$ cat src/scps_pkg.sv
// ============================================================================
// scps_pkg
// Types and constants shared by the sample clip playback sequencer.
// ============================================================================
package scps_pkg;

    // Sample store geometry
    localparam int STORE_WORDS = 32768;
    localparam int ADDR_W      = $clog2(STORE_WORDS);
    localparam int IDX_W       = 16;   // holds STORE_WORDS itself

    // Each stored word is output HOLD_REPEATS+1 times
    localparam int HOLD_REPEATS = 2;
    localparam int HOLD_W       = 2;

    // Gap is given in ms, time runs in tenth-ms units
    localparam int GAP_SCALE = 10;
    localparam int GAP_W     = 20;

    localparam logic [15:0] SIGN_FLIP = 16'h8000;

    // Action codes
    localparam logic [1:0] ACT_REQUEST = 2'd0;
    localparam logic [1:0] ACT_START   = 2'd1;
    localparam logic [1:0] ACT_LOAD    = 2'd2;

    // Start status codes
    localparam logic [1:0] ST_OK       = 2'd0;
    localparam logic [1:0] ST_BUSY     = 2'd1;
    localparam logic [1:0] ST_TOO_LONG = 2'd2;

    typedef struct packed {
        logic [1:0]  action;
        logic [31:0] now_time;
        logic [7:0]  repeats;
        logic [15:0] bursts;
        logic [15:0] gap_ms;
        logic [14:0] load_index;
        logic [15:0] load_value;
    } t_in;

    typedef struct packed {
        logic signed [15:0] sample;
        logic [1:0]         start_status;
        logic               playing;
    } t_out;

    // Store write request
    typedef struct packed {
        logic              en;
        logic [ADDR_W-1:0] addr;
        logic [15:0]       data;
    } t_store_wr;

    // Store read request (index may lie past the store)
    typedef struct packed {
        logic             en;
        logic [IDX_W-1:0] idx;
    } t_store_rd;

    // Store read response
    typedef struct packed {
        logic [15:0] data;
        logic        ok;
        logic [15:0] word0;
    } t_store_rsp;

endpackage

$ cat src/scps_seq.sv
// ============================================================================
// scps_seq
// Playback state: hold count, clip position, repeat and burst counters and
// gap timing. Updates on commit of one item and forwards the next fetch
// index to the store read issued in the same cycle.
// ============================================================================
module scps_seq
    import scps_pkg::*;
(
    input  logic             i_clk,
    input  logic             i_rst_n,
    input  logic             i_commit,
    input  t_in              i_item,
    input  logic [15:0]      i_clip_bytes,
    input  t_store_rsp       i_rsp,
    output logic [IDX_W-1:0] o_fetch_idx,
    output t_out             o_result
);

    logic [15:0]       r_current, n_current;
    logic [HOLD_W-1:0] r_hold, n_hold;
    logic [IDX_W-1:0]  r_fetch_idx, n_fetch_idx;   // word index of next fetch
    logic [7:0]        r_repeats_left, n_repeats_left;
    logic [7:0]        r_repeats_reload, n_repeats_reload;
    logic [15:0]       r_bursts_left, n_bursts_left;
    logic [GAP_W-1:0]  r_gap_ticks, n_gap_ticks;
    logic [31:0]       r_resume_time, n_resume_time;

    logic        wrap;
    logic        silent;
    logic [7:0]  rl_dec;
    logic [15:0] word_rd;
    logic [15:0] word_first;

    assign wrap       = ({r_fetch_idx, 1'b0} >= {{(IDX_W-15){1'b0}}, i_clip_bytes});
    assign silent     = (r_bursts_left == '0) || (i_item.now_time < r_resume_time);
    assign rl_dec     = r_repeats_left - 8'd1;
    assign word_rd    = i_rsp.ok ? (i_rsp.data ^ SIGN_FLIP) : 16'd0;
    assign word_first = i_rsp.word0 ^ SIGN_FLIP;

    // Next state and result
    always_comb begin
        n_current        = r_current;
        n_hold           = r_hold;
        n_fetch_idx      = r_fetch_idx;
        n_repeats_left   = r_repeats_left;
        n_repeats_reload = r_repeats_reload;
        n_bursts_left    = r_bursts_left;
        n_gap_ticks      = r_gap_ticks;
        n_resume_time    = r_resume_time;
        o_result         = '0;
        if (i_commit) begin
            unique case (i_item.action)
                ACT_REQUEST: begin
                    if (silent) begin
                        n_current = '0;
                    end else if (r_hold != '0) begin
                        n_hold = r_hold - HOLD_W'(1);
                    end else begin
                        n_hold = HOLD_W'(HOLD_REPEATS);
                        if (wrap) begin
                            // clip end: back to word 0, count the pass
                            n_fetch_idx    = IDX_W'(1);
                            n_current      = word_first;
                            n_repeats_left = rl_dec;
                            if (rl_dec == '0) begin
                                n_repeats_left = r_repeats_reload;
                                n_resume_time  = i_item.now_time + 32'(r_gap_ticks);
                                n_bursts_left  = r_bursts_left - 16'd1;
                            end
                        end else begin
                            n_fetch_idx = r_fetch_idx + IDX_W'(1);
                            n_current   = word_rd;
                        end
                    end
                    o_result.sample = n_current;
                end
                ACT_START: begin
                    if (r_bursts_left != '0) begin
                        o_result.start_status = ST_BUSY;
                    end else if (17'(i_clip_bytes) > 17'(2 * STORE_WORDS)) begin
                        o_result.start_status = ST_TOO_LONG;
                    end else begin
                        n_repeats_left   = i_item.repeats;
                        n_repeats_reload = i_item.repeats;
                        n_bursts_left    = i_item.bursts;
                        n_gap_ticks      = GAP_W'(i_item.gap_ms) * GAP_W'(GAP_SCALE);
                        n_hold           = HOLD_W'(HOLD_REPEATS);
                        n_fetch_idx      = IDX_W'(1);
                        n_current        = word_first;
                    end
                end
                default: begin
                end
            endcase
            o_result.playing = (n_bursts_left != '0);
        end
    end

    assign o_fetch_idx = n_fetch_idx;

    // State registers
    always_ff @(posedge i_clk) begin
        if (!i_rst_n) begin
            r_current        <= '0;
            r_hold           <= '0;
            r_fetch_idx      <= IDX_W'(1);
            r_repeats_left   <= '0;
            r_repeats_reload <= '0;
            r_bursts_left    <= '0;
            r_gap_ticks      <= '0;
            r_resume_time    <= '0;
        end else begin
            r_current        <= n_current;
            r_hold           <= n_hold;
            r_fetch_idx      <= n_fetch_idx;
            r_repeats_left   <= n_repeats_left;
            r_repeats_reload <= n_repeats_reload;
            r_bursts_left    <= n_bursts_left;
            r_gap_ticks      <= n_gap_ticks;
            r_resume_time    <= n_resume_time;
        end
    end

endmodule

$ cat config.mk
export PLATFORM = sky130hd
export DESIGN_NAME = scps_seq
export DESIGN_NICKNAME = d
export VERILOG_FILES = /design/src/scps_pkg.sv /design/src/scps_seq.sv
export SDC_FILE = /design/constraint.sdc
export NUM_CORES = 1
export LEC_CHECK = 0
export BUFFER_PORTS_ARGS = -buffer_cell sky130_fd_sc_hd__buf_2
export CORE_MARGIN = 3
export CORE_UTILIZATION = 51
export DETAILED_ROUTE_END_ITERATION = 10
export HOLD_SLACK_MARGIN = 0.08
export PLACE_DENSITY = 0.78
export SYNTH_ARGS = -nofsm -noshare
export SYNTH_HDL_FRONTEND = slang
export SYNTH_SLANG_ARGS = --single-unit
$ cat constraint.sdc
create_clock -name i_clk -period 5.09 [get_ports i_clk]
set_input_delay 1.018 -clock i_clk [delete_from_list [all_inputs] [get_ports i_clk]]
set_output_delay 1.018 -clock i_clk [all_outputs]
set_load 0.03 [all_outputs]
### Yosys cells after proc, flatten, opt, wreduce, memory -nomap -nowiden

Cells that the tools add are included.

| cells by class | value |
|---|---|
| reductions and logical operators | 13 |
| bitwise gates (word level) | 6 |
| multiplexer cells | 39 |
| equal/unequal tests | 6 |
| order comparisons | 3 |
| multipliers | 1 |
| add/subtract/negate cells | 5 |

Operator list:

| operator | count |
|---|---|
| 2-to-1 mux 16 bit | 20 |
| case mux 16 bit (2 select lines) | 3 |
| 2-to-1 mux 8 bit | 6 |
| adder 32 x 20 -> 32 bit | 1 |
| < comparator 32 bit | 1 |
| nonzero test 16 bit | 2 |
| multiplier 16 x 3 -> 19 bit, second input constant | 1 |
| 2-to-1 mux 19 bit | 1 |
| >= comparator 17 x 16 -> 1 bit | 1 |
| greater-than comparator 16 x 17 -> 1 bit, second input constant | 1 |
| adder 16 x 1 -> 16 bit, second input constant | 1 |
| logical NOT 16 bit | 1 |
| case mux 8 bit (2 select lines) | 1 |
| subtractor 16 x 1 -> 16 bit, second input constant | 1 |
| 2-to-1 mux 2 bit | 7 |
| != test 2 bit, second input constant | 5 |
| logical NOT 8 bit | 1 |
| AND reduction 4 bit | 2 |
| subtractor 8 x 1 -> 8 bit, second input constant | 1 |
| AND reduction 7 bit | 1 |
| NOT 1 bit | 6 |
| AND reduction 6 bit | 1 |
| AND reduction 5 bit | 1 |
| case mux 2 bit (2 select lines) | 1 |
| 5 further kinds | 6 |

| word-level totals | value |
|---|---|
| output and inout port bits | 35 |
| word-level logic and storage cells | 81 |
| bits of input ports | 157 |
| flip-flop bits (word level) | 117 |

### Longest topological paths before layout

Gate-level depths: netlist of the first run.

| depth | value |
|---|---|
| word-level depth | 10 |
| mapped depth | 14 |
| depth with buffers taken out | 13 |

### Least setup slack after synthesis of the first run

No wires, ideal clock.

| path | value |
|---|---|
| kind | input-to-output |
| from | input port i_item[93] (netlist name) |
| to | output port o_fetch_idx[7] |
| data arrival time | 4.189 ns |
| data required time | 4.072 ns |
| buffers on the path | 1 |
| slack | -0.117 ns |
| cell stages on the path | 10 |
| cells stage by stage | ha_1 -> nand4_1 -> nor4_1 -> a21o_1 -> a31oi_1 -> and3_1 -> clkbuf_1 -> nor2_1 -> nand4_1 -> o311ai_0 |

| between the ends | value |
|---|---|
| word-level cells in the longest chain between the ends | 5 |

Ends and longest elaborated chain:

| item | line | text |
|---|---|---|
| start: declaration | scps_seq.sv:13 | `input t_in i_item,` |
| < comparator 32 bit | scps_seq.sv:36 | `assign silent = (r_bursts_left == '0) \|\| (i_item.now_time < r_resume_time);` |
| logical OR 1 bit | scps_seq.sv:36 |  |
| 2-to-1 mux 16 bit | scps_seq.sv:55 | `if (silent) begin` |
| case mux 16 bit (2 select lines) | scps_seq.sv:53 | `unique case (i_item.action)` |
| 2-to-1 mux 16 bit | scps_seq.sv:52 | `if (i_commit) begin` |
| end: declaration | scps_seq.sv:16 | `output logic [IDX_W-1:0] o_fetch_idx,` |

No other way between the ends.

==> results.rst, run 1 <==
.. list-table::
   :header-rows: 1

   * - Metric
     - Value
   * - Outcome
     - finished, final reports clean
   * - Area growth from synthesis to layout
     - 28.3%
   * - Number of hold-slack violations in the final timing report
     - 0
   * - WS Path Type
     - input port to output port
   * - Most common cell in the netlist
     - sky130_fd_sc_hd__nand2_1
   * - Post-synthesis cell area
     - 9120 um^2
   * - Core utilization of the finished layout
     - 0.672
   * - CTS tree
     - done
   * - RSZ-0062 raised after global routing
     - true
   * - Number of max-cap violations
     - 0
   * - Overall power after layout
     - 0.00313 W
   * - I/O pin cnt
     - 192
   * - Share of flip-flops with an asynchronous set or reset after synthesis
     - 0
   * - Top cell type by total area after synthesis
     - sky130_fd_sc_hd__dfxtp_1
   * - Register area
     - 2350 um^2
   * - Number of I/O port buffers
     - 159
   * - Register-to-register path setup slack
     - 1610 ps
   * - Final clock skew
     - 9.30 ps
   * - Filler Cell Count
     - 1531
   * - FP Rows
     - 48
   * - Deepest clock path buffer count
     - 2
   * - Proportion of synthesized chip area in sequential cells
     - 0.257
   * - Drt wl/cell
     - 16.4 um
   * - Slew headroom
     - 0.244
   * - Average via count per standard cell
     - 5.92
   * - Area post-placement
     - 10600 um^2
   * - Clock insertion delay at the later pin of the skew report
     - 420 ps
   * - Number of distinct standard cells referenced by the synthesized netlist
     - 77
   * - Root buffer cell
     - sky130_fd_sc_hd__clkbuf_16
   * - FMAX
     - 197 MHz
   * - Gpl congestion
     - 0.907
   * - Standard cell core area
     - 17400 um^2
   * - Top flip-flop cell by instance count after synthesis
     - sky130_fd_sc_hd__dfxtp_1
   * - Number of iterations in the first detailed-routing pass
     - 5
   * - DR DRC count
     - 0
   * - Hold-fix buffers at CTS
     - 0
   * - First DRT Iteration DRCs
     - 745
   * - Initial cell density of the core
     - 0.523
   * - Dominant cells by area after synthesis
     - sky130_fd_sc_hd__dfxtp_1 26%, sky130_fd_sc_hd__ha_1 14%, sky130_fd_sc_hd__a21oi_1 6.2%, sky130_fd_sc_hd__nand2_1 5.8%, sky130_fd_sc_hd__nor2_1 4.3%
   * - Type of origin of the critical path
     - input port
   * - Antenna diode count
     - 0
   * - Number of setup violations in the final report
     - 0
   * - Arrival time at the worst endpoint
     - 4050 ps
   * - Path type of the worst min-delay path
     - register to register
   * - Antenna Violating Nets Remaining
     - 0
   * - PD cells
     - 268 nW/um^2
   * - Width of the die
     - 140 um
   * - Y dimension of the die
     - 140 um
   * - Fraction of layout instances using a drive strength above 1
     - 0.254
   * - Count of flip-flops with a built-in enable after synthesis
     - 0
   * - Commonest cells in the netlist
     - 140 x sky130_fd_sc_hd__nand2_1, 117 x sky130_fd_sc_hd__dfxtp_1, 113 x sky130_fd_sc_hd__a21oi_1
   * - Worst path required time
     - 4070 ps
   * - Endpoint type of the worst setup path
     - output port
   * - Slew @ Worst Pin
     - 1130 ps
   * - Clock tree sinks
     - 117
   * - H-tree depth reported by CTS
     - 4
   * - Vias in the first global route
     - 9267
   * - HPWL after detailed placement
     - 19400 um
   * - Worst IR Drop VDD
     - 0.000249 V
   * - Worst-path maximum fanout
     - 6
   * - Largest net degree at the start of global routing
     - 61
   * - Cells on worst reg2reg path
     - 14
   * - Post-layout nets
     - 1682
   * - Cell count of the worst hold path
     - 2
   * - Period utilisation layout
     - 0.996
   * - Multi-input gate area in the final layout
     - 6640 um^2
   * - Leakage power total
     - 4.98 nW
   * - Synth Net Count
     - 1470
   * - Post-synth top area share
     - 0.257
   * - Vias after detailed routing
     - 9836
   * - Number of pins with negative max-slew slack in the final report
     - 0
   * - Aggregate routed wire length
     - 27200 um
   * - Full die area
     - 19500 um^2
   * - Final critical-path required period
     - 5070 ps
   * - Clock buffers created by TritonCTS
     - 17
   * - Total GRT Usage
     - 0.262
   * - Global-route wire length before repair
     - 43200 um
   * - Summed area of non-filler cells in the final layout
     - 11700 um^2
   * - Number of antenna violations at the first check in global routing
     - 0
   * - Number of warnings issued by yosys
     - 0
   * - Post-Syn Area per Cell
     - 7.52 um^2
   * - Clock transition time at the flip-flop clock pins of the worst setup and hold paths
     - 60 ps
   * - GR Overflow Total
     - 0
   * - Number of synthesized register bits
     - 117
   * - Gate Count Post-Synth
     - 1212
[power by group]
group | internal, W | switching (W)
clock network | 0.000760 | 0.000466
logic | 0.000401 | 0.000510
registers | 0.000957 | 0.0000355
[cell usage in the layout (no fill, tap or decap), types with 17 or more instances in the layout]
master	count
sky130_fd_sc_hd__buf_2	154
sky130_fd_sc_hd__nand2_1	140
sky130_fd_sc_hd__dfxtp_1	114
sky130_fd_sc_hd__a21oi_1	111
sky130_fd_sc_hd__nor2_1	101
sky130_fd_sc_hd__buf_4	93
sky130_fd_sc_hd__ha_1	86
sky130_fd_sc_hd__inv_1	67
sky130_fd_sc_hd__nand3_1	48
sky130_fd_sc_hd__o21ai_0	48
sky130_fd_sc_hd__a31oi_1	31
sky130_fd_sc_hd__a211oi_1	28
sky130_fd_sc_hd__nor2b_1	24
sky130_fd_sc_hd__xnor2_1	24
sky130_fd_sc_hd__nor3_1	20
sky130_fd_sc_hd__mux2i_1	18
sky130_fd_sc_hd__a21o_1	17
sky130_fd_sc_hd__and2_1	17
sky130_fd_sc_hd__clkbuf_16	17
[cell type report]
type	count	share of cell area
well taps	225	0.0241
inverters	76	0.0246
flip-flops and latches	117	0.201
clock inverters	11	0.0106
clock buffers	21	0.0402
multi-input cells	958	0.567
repair buffers	254	0.132
[worst max-delay path, stage by stage]
cell,delay (ps)
sky130_fd_sc_hd__buf_2,110
sky130_fd_sc_hd__ha_1,300
sky130_fd_sc_hd__a21oi_1,230
sky130_fd_sc_hd__o21ai_2,100
sky130_fd_sc_hd__a221oi_2,340
sky130_fd_sc_hd__a21boi_2,230
sky130_fd_sc_hd__buf_4,130
sky130_fd_sc_hd__or2_2,150
sky130_fd_sc_hd__nor3_4,80
sky130_fd_sc_hd__a211o_1,270
sky130_fd_sc_hd__and3_4,180
sky130_fd_sc_hd__or4_1,510
sky130_fd_sc_hd__o31a_1,270
sky130_fd_sc_hd__buf_6,140
[worst paths after layout]
check / startpoint / endpoint
max: i_item[96] / o_result[0]
min: r_resume_time[13] / r_resume_time[13]
max reg2reg: r_bursts_left[0] / r_repeats_left[1]
min reg2reg: r_resume_time[13] / r_resume_time[13]
[kinds of logic after synthesis]
| kind of cell | share of synthesized area |
|---|---|
| multiplexers | 0.0221 |
| AO/OA/AOI/OAI | 0.246 |
| flip-flops | 0.257 |
| buffers and inverters | 0.0585 |
| adder cells (fa/ha/maj) | 0.140 |
| AND/OR/NAND/NOR | 0.242 |
| XOR/XNOR | 0.0336 |
| other | 0.000411 |
[stage by stage]
step / setup WS (ps) / cells / setup TNS (ps) / hold WS (ps)
floorplan: 50.3 / 1212 / 0 / 432
global placement: -316 / 1614 / -772 / 439
detailed placement: -323 / 1614 / -791 / 445
CTS: 10.1 / 1648 / 0 / 454
global route: -63.9 / 1662 / -228 / 469
finish: 19.8 / 1662 / 0 / 450
[metal layers]
metal  vias up  wire length, um  GRT usage
met5         -                0          0
met4         0              789      0.101
met3        68             1760     0.0488
met2       346            13200      0.448
met1      4592            11400      0.328
li1       4830                -          -
[registers in the layout, summed over array words and instances (netlist names)]
register / cells
r_resume_time: 32
r_gap_ticks: 19
r_bursts_left: 16
r_current: 16
r_fetch_idx: 16
r_repeats_left: 8
r_repeats_reload: 8
r_hold: 2
[what timing repair did]
action	4_1_cts	5_1_grt
hold endpoints to repair	0	0
endpoints found under the setup margin	10	9
pin swaps	2	13
gates resized for setup	15	64
buffers inserted	2	14
Note: power is estimated with default switching activity, not from simulation.
==> run 2, diff against run 1 <==
--- a/config.mk
+++ b/config.mk
@@ -6,6 +6,7 @@
 export NUM_CORES = 1
 export LEC_CHECK = 0
 export BUFFER_PORTS_ARGS = -buffer_cell sky130_fd_sc_hd__buf_2
+export CORE_ASPECT_RATIO = 0.8
 export CORE_MARGIN = 3
 export CORE_UTILIZATION = 51
 export DETAILED_ROUTE_END_ITERATION = 10
==> results.rst, run 2 (synthesized netlist as in run 1, its figures left out) <==
.. list-table::
   :header-rows: 1

   * - Metric
     - Value
   * - Slew headroom
     - 0.199
   * - Fraction of layout instances using a drive strength above 1
     - 0.247
   * - Met3 track utilization from global routing
     - 0.0578
   * - Global-route wire length before repair
     - 42900 um
   * - Number of setup violations in the final report
     - 0
   * - Hold_sp
     - r_resume_time[8]
   * - Most used routing layer in global routing
     - met2
   * - Number of antenna violations at the first check in global routing
     - 1
   * - Setup WS post-layout
     - 7.77 ps
   * - Finished Layout Cells
     - 1669
   * - Final critical-path required period
     - 5080 ps
   * - Width of the die
     - 155 um
   * - Deepest clock path buffer count
     - 2
   * - Root buffer cell
     - sky130_fd_sc_hd__clkbuf_16
   * - Area growth from synthesis to layout
     - 26.9%
   * - Met2 Use GR
     - 0.406
   * - Gpl congestion
     - 0.962
   * - Type of origin of the critical path
     - input port
   * - Post-layout nets
     - 1689
   * - DR DRC count
     - 0
   * - Y dimension of the die
     - 126 um
   * - Hold Worst Slack
     - 453 ps
   * - Total GRT Usage
     - 0.263
   * - Drt wl/cell
     - 16.1 um
   * - Number of cells after detailed placement
     - 1624
   * - Library cell contributing the largest single delay on the critical path
     - sky130_fd_sc_hd__or4_1
   * - Leakage power total
     - 4.98 nW
   * - Clock transition time at the flip-flop clock pins of the worst setup and hold paths
     - 60 ps
   * - First DRT Iteration DRCs
     - 937
   * - Clock buffers created by TritonCTS
     - 17
   * - Antenna Violating Nets Remaining
     - 0
   * - Leading cell types in the layout, fill and taps excluded
     - 157 x sky130_fd_sc_hd__buf_2, 140 x sky130_fd_sc_hd__nand2_1, 116 x sky130_fd_sc_hd__dfxtp_1, 109 x sky130_fd_sc_hd__a21oi_1, 102 x sky130_fd_sc_hd__buf_4
   * - Crit path buf inv count
     - 4
   * - Aggregate routed wire length
     - 26800 um
   * - PD cells
     - 263 nW/um^2
   * - Endpoint type of the worst setup path
     - output port
   * - HPWL after detailed placement
     - 19300 um
   * - Clock tree sinks
     - 117
   * - Average via count per standard cell
     - 5.94
   * - Slew @ Worst Pin
     - 1200 ps
   * - Series of cell instances along the critical path
     - buf_2, ha_4, a211o_1, a31oi_2, o21ai_1, buf_4, a31oi_1, buf_4, and3_4, nor3_4, a211o_1, and3_1, or4_1, o31a_1, buf_6
   * - H-tree depth reported by CTS
     - 4
   * - Standard cell core area
     - 17400 um^2
   * - Full die area
     - 19500 um^2
   * - FMAX
     - 197 MHz
   * - FP Rows
     - 43
   * - Arrival time at the worst endpoint
     - 4060 ps
   * - Delay of the slowest cell on the worst path
     - 530 ps
   * - Number of iterations in the first detailed-routing pass
     - 6
   * - Worst path required time
     - 4070 ps
   * - Crit. Startpoint
     - i_item[73]
   * - I/O pin cnt
     - 192
   * - Number of max-cap violations
     - 0
   * - CTS tree
     - done
   * - Initial cell density of the core
     - 0.523
   * - WS Path Type
     - input port to output port
   * - Largest net degree at the start of global routing
     - 61
   * - M1 GR Usage
     - 0.370
   * - Core utilization of the finished layout
     - 0.664
   * - Period utilisation layout
     - 0.998
   * - Register-to-register path setup slack
     - 1530 ps
   * - Number of pins with negative max-slew slack in the final report
     - 0
   * - Worst-path maximum fanout
     - 6
   * - Cell family with most CP delay
     - compound AO/OA/AOI/OAI gates
   * - Most flop-heavy register
     - r_resume_time
   * - Final clock skew
     - 7.17 ps
   * - Registers with the most flip-flops
     - r_resume_time (32), r_gap_ticks (19)
   * - Antenna diode count
     - 0
   * - GR Overflow Total
     - 0
   * - Startpoint of the most critical register-to-register path
     - r_resume_time[22]
   * - Worst IR Drop VDD
     - 0.000211 V
   * - Filler Cell Count
     - 1513
   * - Path type of the worst min-delay path
     - register to register
   * - Commonest non-fill, non-tap cell in the layout
     - sky130_fd_sc_hd__buf_2
   * - Number of I/O port buffers
     - 159
   * - Clock insertion delay at the later pin of the skew report
     - 420 ps
   * - RSZ-0062 raised after global routing
     - true
   * - Vias after detailed routing
     - 9909
   * - Outcome
     - finished, final reports clean
   * - Setup slack at placement
     - -246 ps
   * - Vias in the first global route
     - 8974
   * - Flip-flop count of the largest register after layout
     - 32
   * - Number of hold-slack violations in the final timing report
     - 0
run 2: changes by cell type in the layout (fill, tap and decap cells not counted), moves of 3 or more:
cell,previous run,this run
sky130_fd_sc_hd__inv_1,67,74
sky130_fd_sc_hd__ha_1,86,91
sky130_fd_sc_hd__buf_6,7,2
sky130_fd_sc_hd__clkinvlp_4,3,6
sky130_fd_sc_hd__ha_4,13,8
sky130_fd_sc_hd__buf_2,154,157
sky130_fd_sc_hd__inv_2,7,1
sky130_fd_sc_hd__buf_4,93,102
run 2: final timing paths:
check	to	depth (start not counted)
worst max-delay path	o_result[0]	15
worst min-delay path	r_resume_time[8]	2
worst max register to register	r_current[0]	15
worst min register to register	r_resume_time[8]	2
run 2: layer usage:
layer	wire, um	share of wire
met2	12000	0.45
met1	12200	0.46
met4	437	0.016
met3	2160	0.081
met5	13	0.00048
run 2: worst register-to-register path, cell delays in order (launching register included):
cell and delay [ps]:
sky130_fd_sc_hd__dfxtp_1 340, sky130_fd_sc_hd__inv_1 70, sky130_fd_sc_hd__ha_4 270, sky130_fd_sc_hd__nand4_1 130, sky130_fd_sc_hd__nor4_2 300, sky130_fd_sc_hd__buf_4 170, sky130_fd_sc_hd__a21o_1 100, sky130_fd_sc_hd__a31oi_1 40
sky130_fd_sc_hd__buf_4 160, sky130_fd_sc_hd__nand3_1 100, sky130_fd_sc_hd__buf_4 130, sky130_fd_sc_hd__nand2_1 80, sky130_fd_sc_hd__buf_4 180, sky130_fd_sc_hd__nor2_1 910, sky130_fd_sc_hd__a22oi_1 180, sky130_fd_sc_hd__a211oi_1 300
run 2: area by class of cell:
type	count	area, um^2	area share
timing repair buffer	261	1570	0.136
clock inverter	11	77.6	0.00670
sequential	117	2340	0.202
inverter	76	285	0.0246
clock buffer	21	480	0.0415
tap	225	282	0.0243
multi-input combinational	958	6530	0.564
run 2: per-stage QoR:
stage	TNS [ps]	cell area, um^2	total power, W
4_1_cts	0	11400	0.00303
3_3_place_gp	-219	10600	0.00182
6_report	0	11600	0.00305
2_1_floorplan	0	9120	0.00156
3_5_place_dp	-246	10600	0.00184
5_1_grt	-95.8	11600	0.00320
run 2: where the power goes:
part           internal, W  total (W)  switching (W)
Sequential        0.000957   0.000992      0.0000352
Clock             0.000671    0.00113       0.000456
Combinational     0.000418   0.000928       0.000510
run 2: what timing repair did:
action / in CTS / in global routing
endpoints found under the setup margin: 2 / 7
hold buffers: 0 / 0
cloned: 0 / 0
setup buffers: 11 / 2
resized for setup: 23 / 29
pin swaps: 7 / 7
==> run 3, diff against run 2 <==
--- a/config.mk
+++ b/config.mk
@@ -9,6 +9,7 @@
 export CORE_ASPECT_RATIO = 0.8
 export CORE_MARGIN = 3
 export CORE_UTILIZATION = 51
+export CTS_CLUSTER_DIAMETER = 30
 export DETAILED_ROUTE_END_ITERATION = 10
 export HOLD_SLACK_MARGIN = 0.08
 export PLACE_DENSITY = 0.78
==> constraint.sdc (replaced) <==
create_clock -name i_clk -period 5.09 [get_ports i_clk]
set_input_delay 1.018 -clock i_clk [delete_from_list [all_inputs] [get_ports i_clk]]
set_output_delay 1.018 -clock i_clk [all_outputs]
set_load 0.05 [all_outputs]
==> results.rst, run 3 (synthesized netlist as in run 1, its figures left out) <==
.. list-table::
   :header-rows: 1

   * - Metric
     - Value
   * - Outcome
     - complete, but fails checks
   * - Violated checks
     - DRC
   * - Number of iterations in the first detailed-routing pass
     - 10
   * - Sum of routed wire segments on met1
     - 12200 um
   * - Number of pins with negative max-slew slack in the final report
     - 0
   * - Slew @ Worst Pin
     - 1200 ps
   * - Most flop-heavy register
     - r_resume_time
   * - FMAX
     - 197 MHz
   * - Commonest non-fill, non-tap cell in the layout
     - sky130_fd_sc_hd__buf_2
   * - Aggregate routed wire length
     - 27300 um
   * - Series of cell instances along the critical path
     - buf_2, inv_1, ha_1, nor4_2, nand2_1, o211a_1, o311ai_4, nor2_2, and3_2, and2_1, a221o_1, or4_1, o31a_1, buf_6
   * - Antenna Violating Nets Remaining
     - 0
   * - Period utilisation layout
     - 0.996
   * - I/O pin cnt
     - 192
   * - Number of max-cap violations
     - 0
   * - Worst path required time
     - 4070 ps
   * - Global-route wire length before repair
     - 43400 um
   * - Arrival time at the worst endpoint
     - 4050 ps
   * - Library cell contributing the largest single delay on the critical path
     - sky130_fd_sc_hd__or4_1
   * - TNS Setup
     - 0 ps
   * - Endpoint type of the worst setup path
     - output port
   * - Total GRT Usage
     - 0.269
   * - Vias after detailed routing
     - 9889
   * - PD cells
     - 273 nW/um^2
   * - Number of I/O port buffers
     - 159
   * - Area post-placement
     - 10700 um^2
   * - Width of the die
     - 155 um
   * - Average via count per standard cell
     - 5.93
   * - Full die area
     - 19500 um^2
   * - Post-layout nets
     - 1688
   * - Drt wl/cell
     - 16.4 um
   * - Standard cell core area
     - 17400 um^2
   * - Area growth from synthesis to layout
     - 27.1%
   * - Y dimension of the die
     - 126 um
   * - Type of origin of the critical path
     - input port
   * - Clock tree sinks
     - 117
   * - Detailed-routed wire length on met3
     - 2380 um
   * - Clock transition time at the flip-flop clock pins of the worst setup and hold paths
     - 60 ps
   * - H-tree depth reported by CTS
     - 4
   * - CTS tree
     - done
   * - Worst-path maximum fanout
     - 6
   * - Clock insertion delay at the later pin of the skew report
     - 430 ps
   * - Deepest clock path buffer count
     - 2
   * - RSZ-0062 raised after global routing
     - true
   * - DR DRC count
     - 2
   * - Vias in the first global route
     - 8993
   * - Leakage power total
     - 5.01 nW
   * - Finished Layout Cells
     - 1668
   * - Filler Cell Count
     - 1540
   * - Antenna diode count
     - 0
   * - WS Path Type
     - input port to output port
   * - HPWL after detailed placement
     - 19800 um
   * - Final clock skew
     - 7.83 ps
   * - Registers with the most flip-flops
     - r_resume_time (32), r_gap_ticks (19)
   * - FP Rows
     - 43
   * - GR Overflow Total
     - 0
   * - Topmost layer with routed signal wires
     - met5
   * - Number of setup violations in the final report
     - 0
   * - Number of hold-slack violations in the final timing report
     - 0
   * - Multi-input gate area in the final layout
     - 6490 um^2
   * - Worst IR Drop VDD
     - 0.000213 V
   * - Delay of the slowest cell on the worst path
     - 400 ps
   * - Leading cell types in the layout, fill and taps excluded
     - 158 x sky130_fd_sc_hd__buf_2, 140 x sky130_fd_sc_hd__nand2_1, 115 x sky130_fd_sc_hd__dfxtp_1, 112 x sky130_fd_sc_hd__a21oi_1, 102 x sky130_fd_sc_hd__nor2_1
   * - Path type of the worst min-delay path
     - register to register
   * - Gpl congestion
     - 0.965
   * - First DRT Iteration DRCs
     - 985
   * - Fraction of layout instances using a drive strength above 1
     - 0.239
   * - Clock buffers created by TritonCTS
     - 17
   * - Flip-flop count of the largest register after layout
     - 32
   * - Number of cells after detailed placement
     - 1629
   * - Final critical-path required period
     - 5070 ps
   * - Slew headroom
     - 0.197
   * - Root buffer cell
     - sky130_fd_sc_hd__clkbuf_16
   * - Summed area of non-filler cells in the final layout
     - 11600 um^2
   * - Number of antenna violations at the first check in global routing
     - 1
   * - Initial cell density of the core
     - 0.523
   * - Met2 wire len
     - 12300 um
   * - Largest net degree at the start of global routing
     - 66
   * - Register area
     - 2350 um^2
==> run 3: critical path: cells and delay by family <==
kind / cells / cell delay, ps
buffers and inverters: 3 / 260
AO/OA/AOI/OAI: 4 / 1240
AND/OR/NAND/NOR: 6 / 1310
adder cells (fa/ha/maj): 1 / 210
==> run 3: what timing repair did <==
item                                    CTS  global route
buffers inserted                          6             1
pin swaps                                 5             8
hold buffers                              0             0
endpoints found under the setup margin   10             7
resized for setup                        23            18
==> run 3: worst paths after layout <==
kind	startpoint	end	slack, ps	depth (start not counted)
setup reg to reg	r_bursts_left[0]	r_repeats_left[1]	1460	15
hold reg to reg	r_resume_time[10]	r_resume_time[10]	450	2
setup / recovery	i_clip_bytes[15]	o_result[0]	20	14
hold / removal	r_resume_time[10]	r_resume_time[10]	450	2
==> run 3: layout make-up <==
| class | instances | share of cell area |
|---|---|---|
| multi-input cells | 958 | 0.560 |
| flip-flops and latches | 117 | 0.203 |
| repair buffers | 260 | 0.136 |
| clock buffers | 18 | 0.0370 |
| inverters | 76 | 0.0246 |
| well taps | 225 | 0.0243 |
| clock inverters | 14 | 0.0153 |
==> run 3: per-stage QoR <==
step / setup slack, ps / util / total power, W / hold slack [ps]
2_1_floorplan: -26.2 / - / 0.00157 / 432
3_3_place_gp: -326 / 0.614 / 0.00184 / 439
3_5_place_dp: -372 / 0.614 / 0.00186 / 443
4_1_cts: 1.20 / 0.657 / 0.00313 / 451
5_1_grt: -136 / 0.665 / 0.00330 / 468
6_report: 20.5 / 0.665 / 0.00316 / 450
==> run 3: power by group <==
group	internal [W]	leakage (nW)	switching [W]
logic	0.000395	3.78	0.000523
clock network	0.000774	0.284	0.000474
registers	0.000957	0.949	0.0000360
==> run 3: per-layer routing <==
layer  track usage  vias to the layer above
li1              -                     4834
met1         0.380                     4560
met2         0.409                      447
met3        0.0630                       46
met4        0.0777                        2
met5             0                        -
